===== config.mk =====
export PLATFORM = sky130hd
export DESIGN_NAME = rssi_token_parser_window_average
export DESIGN_NICKNAME = d
export VERILOG_FILES = /design/src/sv/rtpwa_pkg.sv /design/src/sv/rtpwa_front.sv /design/src/sv/rtpwa_queue.sv /design/src/sv/rtpwa_back.sv /design/src/sv/rssi_token_parser_window_average.sv
export SDC_FILE = /design/constraint.sdc
export NUM_CORES = 1
export LEC_CHECK = 0
export ABC_AREA = 1
export BUFFER_PORTS_ARGS = -buffer_cell sky130_fd_sc_hd__buf_2
export CORE_AREA = 2 2 184 186
export DETAILED_ROUTE_END_ITERATION = 10
export DIE_AREA = 0 0 186 188
export SKIP_LAST_GASP = 1
export SLEW_MARGIN = 20
export SYNTH_ARGS = -nofsm -noshare
export SYNTH_HDL_FRONTEND = slang
export SYNTH_SLANG_ARGS = --single-unit
export TNS_END_PERCENT = 20

===== constraint.sdc =====
create_clock -name clock -period 6 [get_ports clock]
set_input_delay 0 -clock clock [delete_from_list [all_inputs] [get_ports clock]]
set_output_delay 0 -clock clock [all_outputs]
set_load 0.05 [all_outputs]

===== src/sv/rtpwa_pkg.sv =====
`timescale 1ns / 1ps

package rtpwa_pkg;

   // received byte codes
   localparam logic [7:0] CH_DIGIT_LO = 8'h30;
   localparam logic [7:0] CH_DIGIT_HI = 8'h39;
   localparam logic [7:0] CH_QUOTE    = 8'h22;
   localparam logic [7:0] CH_LEFT     = 8'h4C;
   localparam logic [7:0] CH_RIGHT    = 8'h52;
   localparam logic [7:0] CH_FWD      = 8'h46;

   localparam int BYTE_W    = 8;
   localparam int READING_W = 7;
   localparam int DIR_W     = 2;

   localparam logic [READING_W-1:0] ACC_SAT     = 7'd100;
   localparam logic [READING_W-1:0] READING_MIN = 7'd10;
   localparam logic [READING_W-1:0] READING_MAX = 7'd99;

   localparam logic [DIR_W-1:0] DIR_LEFT    = 2'd0;
   localparam logic [DIR_W-1:0] DIR_FORWARD = 2'd1;
   localparam logic [DIR_W-1:0] DIR_RIGHT   = 2'd2;

   // token kinds handed from the front end to the back end
   localparam int KIND_W = 3;
   localparam logic [KIND_W-1:0] KIND_NONE    = 3'd0;
   localparam logic [KIND_W-1:0] KIND_READING = 3'd1;
   localparam logic [KIND_W-1:0] KIND_LEFT    = 3'd2;
   localparam logic [KIND_W-1:0] KIND_RIGHT   = 3'd3;
   localparam logic [KIND_W-1:0] KIND_FWD     = 3'd4;

   localparam int WINDOW_SIZE_DEF = 5;
   localparam int WINDOW_MAX      = 8;
   localparam int QUEUE_DEPTH     = 2;

   // mean by reciprocal multiply: exact for sums below 2**DIV_SHIFT / WINDOW_MAX
   localparam int DIV_SHIFT = 16;
   localparam int RECIP_W   = DIV_SHIFT + 1;

   localparam logic [READING_W-1:0] RING_INIT [WINDOW_MAX] =
      '{7'd44, 7'd54, 7'd42, 7'd56, 7'd42, 7'd0, 7'd0, 7'd0};

   typedef struct packed {
      logic [BYTE_W-1:0]    echo_byte;
      logic [KIND_W-1:0]    kind;
      logic [READING_W-1:0] value;
   } token_type;

   function automatic int ring_init_sum(input int entries);
      int sum;
      sum = 0;
      for (int i = 0; i < WINDOW_MAX; i++) begin
         if (i < entries) begin
            sum = sum + int'(RING_INIT[i]);
         end
      end
      return sum;
   endfunction

endpackage


===== src/sv/rtpwa_front.sv =====
`timescale 1ns / 1ps

module rtpwa_front (
   input  logic                 clock,
   input  logic                 reset,
   input  logic                 req_valid,
   input  logic [7:0]           req_rx_byte,
   input  logic                 queue_full,
   output logic                 push,
   output rtpwa_pkg::token_type token
);

   logic [rtpwa_pkg::READING_W-1:0] acc_ff;
   logic [rtpwa_pkg::READING_W-1:0] acc_in;
   logic [9:0]                      acc_sum;
   logic [3:0]                      digit;

   assign push  = req_valid && !queue_full;
   assign digit = 4'(req_rx_byte - rtpwa_pkg::CH_DIGIT_LO);
   // acc * 10 + digit, at most 1009
   assign acc_sum = {acc_ff, 3'b000} + {2'b00, acc_ff, 1'b0} + {6'd0, digit};

   always_comb begin
      acc_in          = acc_ff;
      token.echo_byte = req_rx_byte;
      token.kind      = rtpwa_pkg::KIND_NONE;
      token.value     = acc_ff;
      unique case (req_rx_byte) inside
         [rtpwa_pkg::CH_DIGIT_LO:rtpwa_pkg::CH_DIGIT_HI]: begin
            if (acc_sum > 10'(rtpwa_pkg::ACC_SAT)) begin
               acc_in = rtpwa_pkg::ACC_SAT;
            end else begin
               acc_in = acc_sum[rtpwa_pkg::READING_W-1:0];
            end
         end
         rtpwa_pkg::CH_QUOTE: begin
            acc_in = '0;
            if (acc_ff >= rtpwa_pkg::READING_MIN && acc_ff <= rtpwa_pkg::READING_MAX) begin
               token.kind = rtpwa_pkg::KIND_READING;
            end
         end
         rtpwa_pkg::CH_LEFT:  token.kind = rtpwa_pkg::KIND_LEFT;
         rtpwa_pkg::CH_RIGHT: token.kind = rtpwa_pkg::KIND_RIGHT;
         rtpwa_pkg::CH_FWD:   token.kind = rtpwa_pkg::KIND_FWD;
         default: ;
      endcase
   end

   always_ff @(posedge clock) begin
      if (reset) begin
         acc_ff <= '0;
      end else if (push) begin
         acc_ff <= acc_in;
      end
   end

endmodule


===== src/sv/rtpwa_queue.sv =====
`timescale 1ns / 1ps

module rtpwa_queue (
   input  logic                 clock,
   input  logic                 reset,
   input  logic                 push,
   input  rtpwa_pkg::token_type push_token,
   input  logic                 pop,
   output logic                 full,
   output logic                 valid,
   output rtpwa_pkg::token_type pop_token
);

   localparam int DEPTH = rtpwa_pkg::QUEUE_DEPTH;
   localparam int IDX_W = (DEPTH > 1) ? $clog2(DEPTH) : 1;
   localparam int CNT_W = $clog2(DEPTH + 1);

   rtpwa_pkg::token_type entry_ff [DEPTH];
   logic [IDX_W-1:0]     wr_ptr_ff;
   logic [IDX_W-1:0]     rd_ptr_ff;
   logic [CNT_W-1:0]     count_ff;

   assign full      = (count_ff == CNT_W'(DEPTH));
   assign valid     = (count_ff != '0);
   assign pop_token = entry_ff[rd_ptr_ff];

   function automatic logic [IDX_W-1:0] next_ptr(input logic [IDX_W-1:0] ptr);
      if (ptr == IDX_W'(DEPTH - 1)) begin
         return '0;
      end
      return ptr + 1'b1;
   endfunction

   always_ff @(posedge clock) begin
      if (push) begin
         entry_ff[wr_ptr_ff] <= push_token;
      end
   end

   always_ff @(posedge clock) begin
      if (reset) begin
         wr_ptr_ff <= '0;
         rd_ptr_ff <= '0;
         count_ff  <= '0;
      end else begin
         if (push) begin
            wr_ptr_ff <= next_ptr(wr_ptr_ff);
         end
         if (pop) begin
            rd_ptr_ff <= next_ptr(rd_ptr_ff);
         end
         if (push && !pop) begin
            count_ff <= count_ff + 1'b1;
         end else if (pop && !push) begin
            count_ff <= count_ff - 1'b1;
         end
      end
   end

endmodule


===== src/sv/rtpwa_back.sv =====
`timescale 1ns / 1ps

module rtpwa_back #(
   parameter int WINDOW_SIZE = rtpwa_pkg::WINDOW_SIZE_DEF
) (
   input  logic                 clock,
   input  logic                 reset,
   input  logic                 queue_valid,
   input  rtpwa_pkg::token_type queue_token,
   output logic                 pop,
   output logic                 rsp_valid,
   input  logic                 rsp_stall,
   output logic [7:0]           rsp_echo_byte,
   output logic [1:0]           rsp_steer_direction,
   output logic [6:0]           rsp_latest_reading,
   output logic [6:0]           rsp_window_average,
   output logic                 rsp_reading_accepted
);

   localparam int RW      = rtpwa_pkg::READING_W;
   localparam int IDX_W   = (WINDOW_SIZE > 1) ? $clog2(WINDOW_SIZE) : 1;
   localparam int SUM_W   = $clog2(99 * WINDOW_SIZE + 1);
   localparam int RECIP_W = rtpwa_pkg::RECIP_W;
   localparam int PROD_W  = SUM_W + RECIP_W;
   localparam logic [RECIP_W-1:0] RECIP =
      RECIP_W'(((1 << rtpwa_pkg::DIV_SHIFT) + WINDOW_SIZE - 1) / WINDOW_SIZE);
   localparam logic [SUM_W-1:0] SUM_RESET =
      SUM_W'(rtpwa_pkg::ring_init_sum(WINDOW_SIZE));

   // architectural state
   logic [RW-1:0]                 ring_ff [WINDOW_SIZE];
   logic [IDX_W-1:0]              ptr_ff;
   logic [SUM_W-1:0]              sum_ff;
   logic [SUM_W-1:0]              sum_in;
   logic [rtpwa_pkg::DIR_W-1:0]   dir_ff;
   logic [rtpwa_pkg::DIR_W-1:0]   dir_in;
   logic [RW-1:0]                 latest_ff;
   logic [RW-1:0]                 latest_in;
   logic                          is_reading;

   // middle stage: state applied, mean pending
   logic                          mid_valid_ff;
   logic [7:0]                    mid_echo_ff;
   logic [rtpwa_pkg::DIR_W-1:0]   mid_dir_ff;
   logic [RW-1:0]                 mid_latest_ff;
   logic                          mid_accepted_ff;
   logic [SUM_W-1:0]              mid_sum_ff;

   // result register
   logic                          rsp_valid_ff;
   logic [7:0]                    rsp_echo_ff;
   logic [rtpwa_pkg::DIR_W-1:0]   rsp_dir_ff;
   logic [RW-1:0]                 rsp_latest_ff;
   logic [RW-1:0]                 rsp_average_ff;
   logic                          rsp_accepted_ff;

   logic                          out_load;
   logic [PROD_W-1:0]             product;

   assign out_load   = mid_valid_ff && (!rsp_valid_ff || !rsp_stall);
   assign pop        = queue_valid && (!mid_valid_ff || out_load);
   assign is_reading = (queue_token.kind == rtpwa_pkg::KIND_READING);
   assign product    = PROD_W'(mid_sum_ff) * PROD_W'(RECIP);

   always_comb begin
      dir_in    = dir_ff;
      latest_in = latest_ff;
      sum_in    = sum_ff;
      unique case (queue_token.kind)
         rtpwa_pkg::KIND_READING: begin
            latest_in = queue_token.value;
            sum_in    = sum_ff - SUM_W'(ring_ff[ptr_ff]) + SUM_W'(queue_token.value);
         end
         rtpwa_pkg::KIND_LEFT:  dir_in = rtpwa_pkg::DIR_LEFT;
         rtpwa_pkg::KIND_RIGHT: dir_in = rtpwa_pkg::DIR_RIGHT;
         rtpwa_pkg::KIND_FWD:   dir_in = rtpwa_pkg::DIR_FORWARD;
         default: ;
      endcase
   end

   always_ff @(posedge clock) begin
      if (reset) begin
         for (int i = 0; i < WINDOW_SIZE; i++) begin
            ring_ff[i] <= rtpwa_pkg::RING_INIT[i];
         end
         ptr_ff    <= '0;
         sum_ff    <= SUM_RESET;
         dir_ff    <= rtpwa_pkg::DIR_FORWARD;
         latest_ff <= '0;
      end else if (pop) begin
         dir_ff    <= dir_in;
         latest_ff <= latest_in;
         sum_ff    <= sum_in;
         if (is_reading) begin
            ring_ff[ptr_ff] <= queue_token.value;
            if (ptr_ff == IDX_W'(WINDOW_SIZE - 1)) begin
               ptr_ff <= '0;
            end else begin
               ptr_ff <= ptr_ff + 1'b1;
            end
         end
      end
   end

   always_ff @(posedge clock) begin
      if (reset) begin
         mid_valid_ff <= 1'b0;
      end else if (pop) begin
         mid_valid_ff <= 1'b1;
      end else if (out_load) begin
         mid_valid_ff <= 1'b0;
      end
   end

   always_ff @(posedge clock) begin
      if (pop) begin
         mid_echo_ff     <= queue_token.echo_byte;
         mid_dir_ff      <= dir_in;
         mid_latest_ff   <= latest_in;
         mid_accepted_ff <= is_reading;
         mid_sum_ff      <= sum_in;
      end
   end

   // the held average is the current one until a reading replaces it
   always_ff @(posedge clock) begin
      if (reset) begin
         rsp_valid_ff   <= 1'b0;
         rsp_average_ff <= '0;
      end else begin
         if (out_load) begin
            rsp_valid_ff <= 1'b1;
            if (mid_accepted_ff) begin
               rsp_average_ff <= product[rtpwa_pkg::DIV_SHIFT +: RW];
            end
         end else if (!rsp_stall) begin
            rsp_valid_ff <= 1'b0;
         end
      end
   end

   always_ff @(posedge clock) begin
      if (out_load) begin
         rsp_echo_ff     <= mid_echo_ff;
         rsp_dir_ff      <= mid_dir_ff;
         rsp_latest_ff   <= mid_latest_ff;
         rsp_accepted_ff <= mid_accepted_ff;
      end
   end

   assign rsp_valid            = rsp_valid_ff;
   assign rsp_echo_byte        = rsp_echo_ff;
   assign rsp_steer_direction  = rsp_dir_ff;
   assign rsp_latest_reading   = rsp_latest_ff;
   assign rsp_window_average   = rsp_average_ff;
   assign rsp_reading_accepted = rsp_accepted_ff;

endmodule


===== src/sv/rssi_token_parser_window_average.sv =====
`timescale 1ns / 1ps

// Channel    Direction  Handshake             Payload
// req        in         req_valid/req_stall   req_rx_byte
// rsp        out        rsp_valid/rsp_stall   rsp_echo_byte, rsp_steer_direction,
//                                             rsp_latest_reading, rsp_window_average,
//                                             rsp_reading_accepted
//
// One byte a cycle sustained while rsp_stall is low; each result turns valid once its byte
// has passed the queue write, middle stage and result register.
// The ring sum is kept running, so the mean is one reciprocal multiply in the last stage.
// Synchronous reset loads the ring with its initial readings.
// A stall on rsp backs up the result register, middle stage and two-entry queue
// before req_stall rises.

module rssi_token_parser_window_average #(
   parameter int WINDOW_SIZE = rtpwa_pkg::WINDOW_SIZE_DEF
) (
   input  logic       clock,
   input  logic       reset,
   input  logic       req_valid,
   output logic       req_stall,
   input  logic [7:0] req_rx_byte,
   output logic       rsp_valid,
   input  logic       rsp_stall,
   output logic [7:0] rsp_echo_byte,
   output logic [1:0] rsp_steer_direction,
   output logic [6:0] rsp_latest_reading,
   output logic [6:0] rsp_window_average,
   output logic       rsp_reading_accepted
);

   logic                 push;
   logic                 pop;
   logic                 queue_full;
   logic                 queue_valid;
   rtpwa_pkg::token_type push_token;
   rtpwa_pkg::token_type pop_token;

   assign req_stall = queue_full;

   rtpwa_front u_front (
      .clock       (clock),
      .reset       (reset),
      .req_valid   (req_valid),
      .req_rx_byte (req_rx_byte),
      .queue_full  (queue_full),
      .push        (push),
      .token       (push_token)
   );

   rtpwa_queue u_queue (
      .clock      (clock),
      .reset      (reset),
      .push       (push),
      .push_token (push_token),
      .pop        (pop),
      .full       (queue_full),
      .valid      (queue_valid),
      .pop_token  (pop_token)
   );

   rtpwa_back #(
      .WINDOW_SIZE (WINDOW_SIZE)
   ) u_back (
      .clock                (clock),
      .reset                (reset),
      .queue_valid          (queue_valid),
      .queue_token          (pop_token),
      .pop                  (pop),
      .rsp_valid            (rsp_valid),
      .rsp_stall            (rsp_stall),
      .rsp_echo_byte        (rsp_echo_byte),
      .rsp_steer_direction  (rsp_steer_direction),
      .rsp_latest_reading   (rsp_latest_reading),
      .rsp_window_average   (rsp_window_average),
      .rsp_reading_accepted (rsp_reading_accepted)
   );

endmodule


---- After elaboration in Yosys (flattened, before gate mapping) ----
Memory sizes are Yosys's and may differ from the RTL's. A register that Yosys moved wholly into a read port is not among the register bits.
Cells that the tools add are included.
word-level totals
  register bits ........................... 86
  output and inout port bits .............. 27
  bits in latches ......................... 0
  bits of input ports ..................... 12
  RAM bits ................................ 71
  memories kept ........................... 2
  word-level logic and storage cells ...... 111
  memory bits (read-only) ................. 0
memory list
  memory            words  bits a word  read ports  clocked after Yosys merged registers in  wr ports  RTL line           source
  u_queue.entry_ff  2      18           1           1                                        1         rtpwa_queue.sv:18  rtpwa_pkg::token_type entry_ff [DEPTH];
  u_back.ring_ff    5      7            1           1                                        5         rtpwa_back.sv:31   logic [RW-1:0] ring_ff [WINDOW_SIZE];
cells by class
  reduce and logical (&&, ||, !) cells .... 23
  bitwise operators ....................... 0
  muxes and demuxes ....................... 39
  $mul .................................... 1
  equality and inequality tests ........... 11
  magnitude comparators ................... 5
  divide/modulo/power cells ............... 0
  shift-type cells ........................ 0
  $add $sub $neg .......................... 10
operators by type and width
  operator                                                           count
  two-way mux 1 bit                                                  26
  == test 8 x 7 -> 1 bit, second input constant                      3
  multiplier 9 x 12 -> 21 bit, second input constant                 1
  two-way mux 7 bit                                                  3
  one-hot mux 7 bit (2 select lines)                                 1
  two-way mux 3 bit                                                  4
  one-hot mux 3 bit (4 select lines)                                 1
  adder 10 x 4 -> 10 bit                                             1
  adder 10 x 8 -> 10 bit                                             1
  > comparator 10 x 7 -> 1 bit, second input constant                1
  adder 9 x 7 -> 9 bit                                               1
  two-way mux 9 bit                                                  1
  subtractor 9 x 7 -> 9 bit                                          1
  == test 8 x 6 -> 1 bit, second input constant                      1
  greater-or-equal comparator 8 x 6 -> 1 bit, second input constant  1
  <= comparator 8 x 6 -> 1 bit, second input constant                1
  nonzero test 2 bit                                                 4
  greater-or-equal comparator 7 x 4 -> 1 bit, second input constant  1
  <= comparator 7 bit, second input constant                         1
  logical AND 1 bit                                                  7
  OR reduction 7 bit                                                 1
  == test 3 x 2 -> 1 bit, second input constant                      2
  == test 3 bit, second input constant                               2
  zero test 1 bit                                                    6
  other kinds (12)                                                   17

---- Logic depth before layout (Yosys ltp) ----
Gate-level depths: netlist (run 1).
  depth after elaboration ................. 10
  depth in mapped cells ................... 20
  gate-level depth less buffers ........... 20

---- Modules after synthesis ----
A second synthesis (run 1) with hierarchy kept.
unflattened totals
  cells, all modules ...................... 1043
  area total of the unflattened synthesis .. 10114.7 um^2
modules (own cells, without submodules)
  module       seq. area each (um^2)  times used  cells each  area each (um^2)
  rtpwa_back   3693.5                 1           798         7526.0
  rtpwa_queue  1181.1                 1           89          1579.0
  rtpwa_front  140.1                  1           156         1009.7

---- Worst setup path after synthesis (run 1) ----
Ideal clock, no wire load.
  kind .................................... reg2reg
  start ................................... reg u_back.mid_sum_ff[2]
  end ..................................... reg u_back.rsp_average_ff[5] (netlist: u_back.rsp_window_average[5])
  buffers on the path ..................... 0
  path slack .............................. 2.379 ns
  period minus slack after synthesis ...... 3.621 ns
  setup time .............................. 0.109 ns
  stages on the path, launching flop included .. 18
  required time ........................... 5.891 ns
  arrival time ............................ 3.512 ns
  path through ............................ edfxtp_1 ha_1 inv_1 fa_1 inv_1 fa_1 inv_1 fa_1 ha_1 a21o_1 a21boi_0 nor2_1 nor3_1 nand2_1 nand2_1 nand3_1 nand2_1 inv_1
between the ends
  cells in the longest elaborated chain, start to end .. 1
ends and longest elaborated chain
  element                      RTL line           source
  from (decl)                  rtpwa_back.sv:47   logic [SUM_W-1:0] mid_sum_ff;
  from (signal assigned)       rtpwa_back.sv:121  mid_sum_ff <= sum_in;
  multiplier 9 x 12 -> 21 bit  rtpwa_back.sv:63   assign product = PROD_W'(mid_sum_ff) * PROD_W'(RECIP);
  to (signal assigned)         rtpwa_back.sv:134  rsp_average_ff <= product[rtpwa_pkg::DIV_SHIFT +: RW];
  to (decl)                    rtpwa_back.sv:54   logic [RW-1:0] rsp_average_ff;
Every way passes these cells.
A chain may end at the register's enable or synchronous reset.

==> impl_results.md, run 1 <==
* Status: completed
* Critical Path RT at between 6000 and 7000 ps
* Initial antenna violation count at 0
* Setup Fix Bufs, Post-CTS at 0
* Register area share after synthesis at between 50% and 60%
* Max FO, Critical Path at 29
* N_diodes at 0
* Ports at 39
* Yosys cell types at 44
* Root Buffer: clkbuf_16
* # setup viols final at 0
* Hold/Removal Path Class: input pin to flip-flop
* CTS tree: done
* Clock skew at 16.2 ps
* Pre-antenna DRT Iters at 4
* Clock tree buffer depth at 2
* Wirelength, routed at approximately 21000 µm
* Setup crit end kind: flip-flop
* Final core occ at around a third
* Flops & latches, synth at roughly 180
* Syn. warnings at 0
* Worst-Margin Slew at just over 1000 ps
* Vias/cell at approximately 4.5
* Die Wd at between 150 and 200 µm
* Synth Area per Inst at between 9 and 10 µm²
* Post-synth EDFFs at around 140
* Post-route ant nets at 0
* Top FF cell, synth: edfxtp_1
* Die area at between 30000 and 40000 µm²
* Critical path launch point type: flip-flop
* Worst setup margin at 1950 ps
* Syn Nets at roughly 1100
* H-tree depth at 4
* Leading post-synthesis cells by cell area: edfxtp_1, dfxtp_1, ha_1, inv_1, fa_1
* Flop2flop setup slack at between 1500 and 2000 ps
* Routed len/inst at between 10 and 15 µm
* Asr flop ratio synth at 0%
* Vias in the first global route at between 6000 and 7000
* Crit path arrival time at about 4200 ps
* Dpl cell area at approximately 11000 µm²
* Fin area at 11300 µm²
* Headroom to the max-slew limit at 31.1%
* Worst-Skew Late Latency at 450 ps
* Most frequent CP cell: nand2_1
* Die height at between 150 and 200 µm
* Starting Density at 29.7%
* Vias at 6848
* Critical path type: flip-flop to flip-flop
* Final #Nets at between 1000 and 1500
* Largest net degree at the start of global routing at 36
* Worst path cell trace: buf_4 > clkinv_1 > o21ai_0 > o22ai_1 > nor2_1 > a31oi_1 > fa_1 > fa_1 > o21ai_0 > nand4_1 > nand2_1 > xor2_1 > nand2_1 > nand2_1
* Max-slew violations at 0
* Port Buffers at 38
* Period utilisation layout at between 60% and 70%
* Setup TNS at 0 ps
* Total track usage at between 10% and 20%
* CORE AREA at 33100 µm²
* Maximum clock rate at 247 MHz
* Yosys top cell by area: edfxtp_1
* Cell Area, Synth at slightly below 10000 µm²
* Global placement routability congestion at 0.854
* CP max stage cell: clkinv_1
* CTS clk-pin slew, worst paths at around 80 ps
* GR Overflow Total at 0
* Share of post-route cells with drive strength above 1 at approximately a tenth
* CTS buffer count at 17
* First-pass GRT wire length at 35200 µm
* Rows at 67
* Post-synth top area share at a little over two fifths
* DRC at 0
* Setup WS pre-CTS at between 1500 and 2000 ps
* CTS sink cnt at 182
* Fin crit period at around 4100 ps
* Max-cap viol count at 0
* Hpwl dp at 15200 µm
* Area grow syn2layout at 15.5%
* Delay of the slowest critical-path stage at roughly 610 ps
* Unrepaired setup endpoints after global routing: no
* Final hold violations at 0
* Post-Syn Instances at ~1000
* Initial DRC Count at roughly 500
[sequential cells by signal, summed over array words and instances (netlist names), 2 cells and up, named ones only]
register                    flops
u_back.dir_ff                   2
u_back.latest_ff                7
u_back.mid_dir_ff               2
u_back.mid_echo_ff              8
u_back.mid_latest_ff            7
u_back.mid_sum_ff               9
u_back.ptr_ff                   3
u_back.ring_ff                 56
u_back.rsp_echo_byte            8
u_back.rsp_latest_reading       7
u_back.rsp_steer_direction      2
u_back.rsp_window_average       7
u_back.sum_ff                   9
u_front.acc_ff                  7
u_queue.count_ff                2
u_queue.entry_ff               36
[synthesized netlist by cell type (3+ instances only)]
master and count:
o21ai_1 8, edfxtp_1 137, o21a_1 4, nand4_1 7
nor2_1 111, o22ai_1 7, xnor2_1 3, nor2_8 4
a21boi_0 3, mux2_2 8, a21oi_1 41, clkinv_1 3
ha_1 72, o211ai_1 3, o21ai_0 76, inv_1 161
nand3_1 48, a21o_1 7, dfxtp_1 45, clkbuf_1 18
fa_1 30, o21bai_1 5, xor2_1 8, nor3_1 10
nand2_1 146, a31oi_1 9
[worst paths after layout]
kind                                                      start                           endpoint  cells past startpoint
worst min-delay path                                  req_valid     u_queue.wr_ptr_ff$_SDFFE_PP0P_                      5
worst max-delay path                                  flip-flop     u_back.mid_sum_ff[8]$_DFFE_PP_                     14
worst max register to register                        flip-flop     u_back.mid_sum_ff[8]$_DFFE_PP_                     14
worst min register to register  u_back.mid_echo_ff[6]$_DFFE_PP_  u_back.rsp_echo_byte[6]$_DFFE_PP_                      0
[area by class of cell]
class | count | area [µm²]
Timing Repair Buffer | 63 | 405
Sequential cell | 182 | 5010
Tap cell | 448 | 561
Fill cell | 3282 | 21800
Inverter | 167 | 629
Clock inverter | 15 | 225
Clock buffer | 17 | 425
Multi-Input combinational cell | 626 | 4090
[per-stage QoR]
step / hold slack (ps) / cells
2_1_floorplan: 98.9 / 997
3_3_place_gp: 214 / 1475
3_5_place_dp: 221 / 1475
4_1_cts: 131 / 1518
5_1_grt: 235 / 1518
6_report: 132 / 1518
[cell usage in the layout (no fill, tap or decap), drive strengths merged, types with 10 or more instances in the layout]
cell type	n
nand3	49
dlygate4sd3	11
nor2	117
o21ai	85
clkbuf	17
nor3	10
dfxtp	45
inv	173
nand2	148
buf	52
ha	72
a21oi	41
fa	30
edfxtp	137
[layer usage]
layer	vias up	track usage [%]	routed length [µm]	share of wire (%)
met1	3241	17.3	9810	47
met4	0	4.27	297	1.4
met5	-	0	0	0
met3	22	2.12	900	4.3
met2	134	20.9	9900	47
li1	3451	-	-	-
[worst max-delay path, delay by kind of cell (launching register included)]
kind,cells,cell delay (ps)
adders and majority gates,2,1010
AOI/OAI and AO/OA,4,980
buffers and inverters,2,900
and+or+nand+nor,5,520
DFF,1,310
xor gates and xnor gates,1,70
[repair_timing]
action	in CTS	in global routing
hold endpoints to repair	30	0
hold buffers	11	0
resized for setup	0	0
[kinds of logic after synthesis]
family / after synthesis / synth area share, %
xor gates and xnor gates: 11 / 0.980
adders and majority gates: 102 / 15.3
buffers and inverters: 189 / 7.41
AOI/OAI and AO/OA: 167 / 9.42
muxes: 10 / 1.16
and+or+nand+nor: 336 / 14.7
DFF: 182 / 51.0
Power of run 1 is not shown: default switching activity piles up to over one toggle a cycle in this logic, so the estimate is an artifact.
==> run 2: changes to the inputs <==
==> constraint.sdc (replaced) <==
create_clock -name clock -period 3.95 [get_ports clock]
set_input_delay 0 -clock clock [delete_from_list [all_inputs] [get_ports clock]]
set_output_delay 0 -clock clock [all_outputs]
set_load 0.05 [all_outputs]
==> run 2 against run 1 <==
- worst setup slack got worse by 1800 ps
- global-route usage shrank 0.37 points
- critical path depth grew 1
- sequential share of layout area is 0.19 points lower
- wire length fell by 0.74%
- clock skew fell by 4.0 ps
- register-to-register slack worse by 1800 ps
- first-iteration DRC count fell by 9.9%
- non-clock buffer count grew 11
- highest routed layer unchanged
==> impl_results.md, run 2 (synthesis gave the netlist of run 1 again) <==
* Status: completed
* Worst-Margin Slew at about 630 ps
* Port Buffers at 38
* Clock skew at ~12 ps
* Flop2flop setup slack at 170 ps
* Most flop-heavy register: u_back.ring_ff
* First-pass GRT wire length at between 30000 and 40000 µm
* Root Buffer: clkbuf_16
* Largest regs: u_back.ring_ff: 56 flops, u_queue.entry_ff: 36 flops
* Vias at around 7000
* CORE AREA at 33100 µm²
* Rows at between 60 and 70
* Total track usage at 12.5%
* Critical Path RT at 4280 ps
* Maximum clock rate at approximately 260 MHz
* Setup crit end kind: flip-flop
* Max-slew violations at 0
* Crit path arrival time at about 4100 ps
* Hold Path Origin: req_valid
* Largest net degree at the start of global routing at 30
* Hpwl dp at roughly 15000 µm
* Worst-Skew Late Latency at 440 ps
* Reg-to-Reg Start: u_back.mid_sum_ff[7]$_DFFE_PP_
* Critical path type: flip-flop to flip-flop
* Starting Density at 29.7%
* Initial DRC Count at ~450
* Die Wd at about 190 µm
* Pre-antenna DRT Iters at 5
* Post-route ant nets at 0
* Wirelength, routed at 20800 µm
* CTS buffer count at 17
* N_diodes at 0
* CTS clk-pin slew, worst paths at ~70 ps
* Headroom to the max-slew limit at just under 60%
* Critical path launch point type: flip-flop
* H-tree depth at 4
* Initial antenna violation count at 0
* Inst Count DP at 1484
* Commonest cells after routing, fill and taps aside: inv_1, nand2_1, edfxtp_1
* Die height at 188 µm
* Worst flop-to-flop path endpoint: u_back.rsp_window_average[6]$_SDFFE_PP0P_
* Worst hold path depth at 5
* Clock tree buffer depth at 2
* Fin crit period at between 3000 and 4000 ps
* DRC at 0
* # setup viols final at 0
* Vias in the first global route at just under 7000
* Unrepaired setup endpoints after global routing: yes
* Fill count at between 3000 and 4000
* GR Overflow Total at 0
* Hold/Removal Path Class: input pin to flip-flop
* Worst r2r path cells at 15
* CTS tree: done
* Routed len/inst at between 10 and 15 µm
* Share of post-route cells with drive strength above 1 at roughly 12%
* Vias/cell at ~4.5
* Die area at roughly 35000 µm²
* Max FO, Critical Path at 7
* CTS sink cnt at 182
* Ports at 39
* Max FFs per register at between 50 and 60
* Global placement routability congestion at approximately 0.83
* Commonest non-fill, non-tap cell in the layout: inv_1
* Final hold violations at 0
* Final #Nets at 1182
* Area grow syn2layout at 16.0%
* Non-filler cells, final at between 1500 and 2000
* Min-Delay Endpoint: u_queue.wr_ptr_ff$_SDFFE_PP0P_
* Period utilisation layout at 95.6%
* Max-cap viol count at 0
## run 2: final cells by class
class                   instances  area (µm²)  share of cell area [%]
repair buffers                 74         488                    4.28
inverters                     167         629                    5.52
multi-input cells             626        4130                    36.2
clock buffers                  18         429                    3.77
clock inverters                14         151                    1.33
flip-flops and latches        182        5010                    44.0
well taps                     448         561                    4.92
## run 2: routing by layer
metal | GRT usage, % | routed length, µm | up-vias
li1 | - | - | 3462
met1 | 16.7 | 9510 | 3227
met2 | 20.8 | 10100 | 126
met3 | 1.83 | 881 | 23
met4 | 3.63 | 303 | 0
met5 | 0 | 0 | -
## run 2: worst max-delay path, stage by stage, from the launching register on
cell	delay (ps)
edfxtp_1	450
inv_1	70
ha_1	330
fa_1	610
inv_1	60
ha_1	310
fa_1	440
ha_1	400
a21oi_1	260
nand2_1	80
inv_1	90
nor2_1	50
nor3_1	270
a21oi_1	110
nor2_1	110
nor2_1	40
## run 2: worst max path at each step
stage | endpoint | from | slack, ps
2_1_floorplan | u_back.rsp_window_average[5]$_SDFFE_PP0P_ | u_back.mid_sum_ff[2]$_DFFE_PP_ | 330
3_3_place_gp | u_back.rsp_window_average[4]$_SDFFE_PP0P_ | u_back.mid_sum_ff[6]$_DFFE_PP_ | 190
3_5_place_dp | u_back.rsp_window_average[4]$_SDFFE_PP0P_ | u_back.mid_sum_ff[6]$_DFFE_PP_ | 140
4_1_cts | u_back.rsp_window_average[5]$_SDFFE_PP0P_ | u_back.mid_sum_ff[7]$_DFFE_PP_ | 120
5_1_grt | u_back.rsp_window_average[6]$_SDFFE_PP0P_ | u_back.mid_sum_ff[7]$_DFFE_PP_ | -70
6_report | u_back.rsp_window_average[6]$_SDFFE_PP0P_ | u_back.mid_sum_ff[7]$_DFFE_PP_ | 170
## run 2: stage by stage
stage | setup slack, ps | setup TNS, ps | cell area (µm²) | hold slack, ps | util [%]
2_1_floorplan | 329 | 0 | 9830 | 98.9 | -
3_5_place_dp | 141 | 0 | 10700 | 222 | 32.2
3_3_place_gp | 187 | 0 | 10700 | 216 | 32.2
5_1_grt | -73.2 | -258 | 11400 | 259 | 34.4
6_report | 173 | 0 | 11400 | 156 | 34.4
4_1_cts | 116 | 0 | 11300 | 162 | 34.3
## run 2: what timing repair did
| item | in CTS | in global routing |
|---|---|---|
| hold buffers | 11 | 0 |
| gates resized for setup | 0 | 12 |
| endpoints found under the hold margin | 28 | 0 |
| endpoints found under the setup margin | 0 | 8 |
| buffers inserted | 0 | 2 |
Power of run 2 is left out for the same reason.
==> run 3: changes to the inputs <==
==> constraint.sdc (replaced) <==
create_clock -name clock -period 4.7 [get_ports clock]
set_input_delay 0 -clock clock [delete_from_list [all_inputs] [get_ports clock]]
set_output_delay 0 -clock clock [all_outputs]
set_load 0.05 [all_outputs]
==> run 3 against run 2 <==
- non-clock buffer count decreased by 8
- core utilization decreased by 0.26 points
- clock skew decreased by 1.4 ps
- highest routed layer unchanged
==> impl_results.md, run 3 (synthesis gave the netlist of run 1 again) <==
* Max FO, Critical Path at 5
* Critical Path RT at approximately 5000 ps
* Fin crit period at just under 4000 ps
* Commonest cells after routing, fill and taps aside: inv_1, nand2_1, edfxtp_1
* CORE AREA at roughly 33000 µm²
* Unrepaired setup endpoints after global routing: no
* Crit path arrival time at 4210 ps
* Vias in the first global route at around 6700
* Worst r2r path cells at 16
* Setup crit end kind: flip-flop
* CTS clk-pin slew, worst paths at around 70 ps
* Routed len/inst at about 13 µm
* Critical path type: flip-flop to flip-flop
* Starting Density at between 20% and 30%
* Final hold violations at 0
* First-pass GRT wire length at about 33000 µm
* Area grow syn2layout at 15.1%
* Share of post-route cells with drive strength above 1 at between 10% and 20%
* Die area at around 35000 µm²
* Initial DRC Count at 462
* Clock skew at 10.9 ps
* Maximum clock rate at 258 MHz
* Delay of the slowest critical-path stage at ~610 ps
* Worst-Margin Slew at 1100 ps
* Fin area at roughly 11000 µm²
* # setup viols final at 0
* Worst path cell trace: inv_1 > ha_1 > fa_1 > inv_1 > ha_1 > fa_1 > ha_1 > a21oi_1 > a21boi_0 > nor2_1 > nor3_1 > nand2_1 > nand2_1 > nand3_1 > nand2_1 > inv_1
* Pre-antenna DRT Iters at 5
* CTS sink cnt at 182
* Max-slew violations at 0
* Hold/Removal Path Class: input pin to flip-flop
* Worst flop-to-flop path endpoint: u_back.rsp_window_average[5]$_SDFFE_PP0P_
* Die height at around 190 µm
* N_diodes at 0
* Setup Fix Bufs, Post-CTS at 0
* Critical path startpoint: u_back.mid_sum_ff[7]$_DFFE_PP_
* Setup TNS at 0 ps
* Flop2flop setup slack at 830 ps
* Largest regs: u_back.ring_ff: 56 flops, u_queue.entry_ff: 36 flops
* Vias/cell at approximately 4.4
* Commonest non-fill, non-tap cell in the layout: inv_1
* Post-route ant nets at 0
* GR Overflow Total at 0
* Hpwl dp at about 15000 µm
* WP depth at 16
* Period utilisation layout at ~80%
* Global placement routability congestion at between 0.8 and 0.9
* Die Wd at approximately 190 µm
* Max-cap viol count at 0
* Worst-Skew Late Latency at roughly 440 ps
* Critical path launch point type: flip-flop
* Status: completed
* Max FFs per register at between 50 and 60
* Root Buffer: clkbuf_16
* Most flop-heavy register: u_back.ring_ff
* Final #Nets at around 1200
* Largest net degree at the start of global routing at 31
* # resized after CTS at 0
* Hold_buf cts at 11
* CTS buffer count at 17
* Dpl cell area at 10600 µm²
* Initial antenna violation count at 0
* Total track usage at around an eighth
* Crit path to: u_back.rsp_window_average[5]$_SDFFE_PP0P_
* Port Buffers at 38
* Crit path buf inv count at 3
* CP max stage cell: fa_1
* WHS at around 140 ps
* Rows at 67
* Ports at 39
* Wirelength, routed at about 20000 µm
* H-tree depth at 4
* Reg-to-Reg Start: u_back.mid_sum_ff[7]$_DFFE_PP_
* Headroom to the max-slew limit at about a quarter
* Delay-heaviest family, CP: adder cells
* DRC at 0
* Clock tree buffer depth at 2
* Vias at ~6700
* CTS tree: done
run 3: cell types whose count changed in the layout (fill, tap and decap cells not counted), sizes merged:
cell and delta:
inv -3, buf -8, clkinv +3
run 3: how the worst min path moves through the flow:
stage	endpoint	slack, ps	start	cells past startpoint
5_1_grt	u_queue.wr_ptr_ff$_SDFFE_PP0P_	220	req_valid	5
3_5_place_dp	u_queue.entry_ff[1][16]$_DFFE_PP_	220	req_rx_byte[6]	1
2_1_floorplan	u_queue.entry_ff[0][10]$_DFFE_PP_	100	req_rx_byte[0]	0
3_3_place_gp	u_queue.entry_ff[1][16]$_DFFE_PP_	220	req_rx_byte[6]	1
4_1_cts	u_queue.wr_ptr_ff$_SDFFE_PP0P_	130	req_valid	5
6_report	u_queue.wr_ptr_ff$_SDFFE_PP0P_	140	req_valid	5
run 3: per-stage QoR:
stage	instances	utilization [%]	setup WS, ps
finish	1521	34.2	830
global route	1521	34.2	576
CTS	1521	34.2	840
detailed placement	1478	32.0	833
global placement	1478	32.0	901
floorplan	997	-	1080
run 3: worst register-to-register path: stages, from the launching register on:
cell and delay, ps:
edfxtp_1 410, inv_1 60, ha_1 330, fa_1 610, inv_1 60, ha_1 320, fa_1 490, ha_1 380
a21oi_1 200, a21boi_0 350, nor2_1 80, nor3_1 200, nand2_1 70, nand2_1 60, nand3_1 60, nand2_1 70
inv_1 30
run 3: per-layer routing:
layer	track usage (%)	share of wire, %
met5	0	0
met4	3.42	1.1
met3	2.51	3.6
met2	20.3	48
met1	16.3	47
run 3: cell type report:
type                    count  area (µm²)
fillers                  3314       21800
flip-flops and latches    182        5010
multi-input cells         626        4090
inverters                 167         629
well taps                 448         561
clock buffers              18         429
repair buffers             66         428
clock inverters            14         164
Power of run 3 is left out for the same reason.
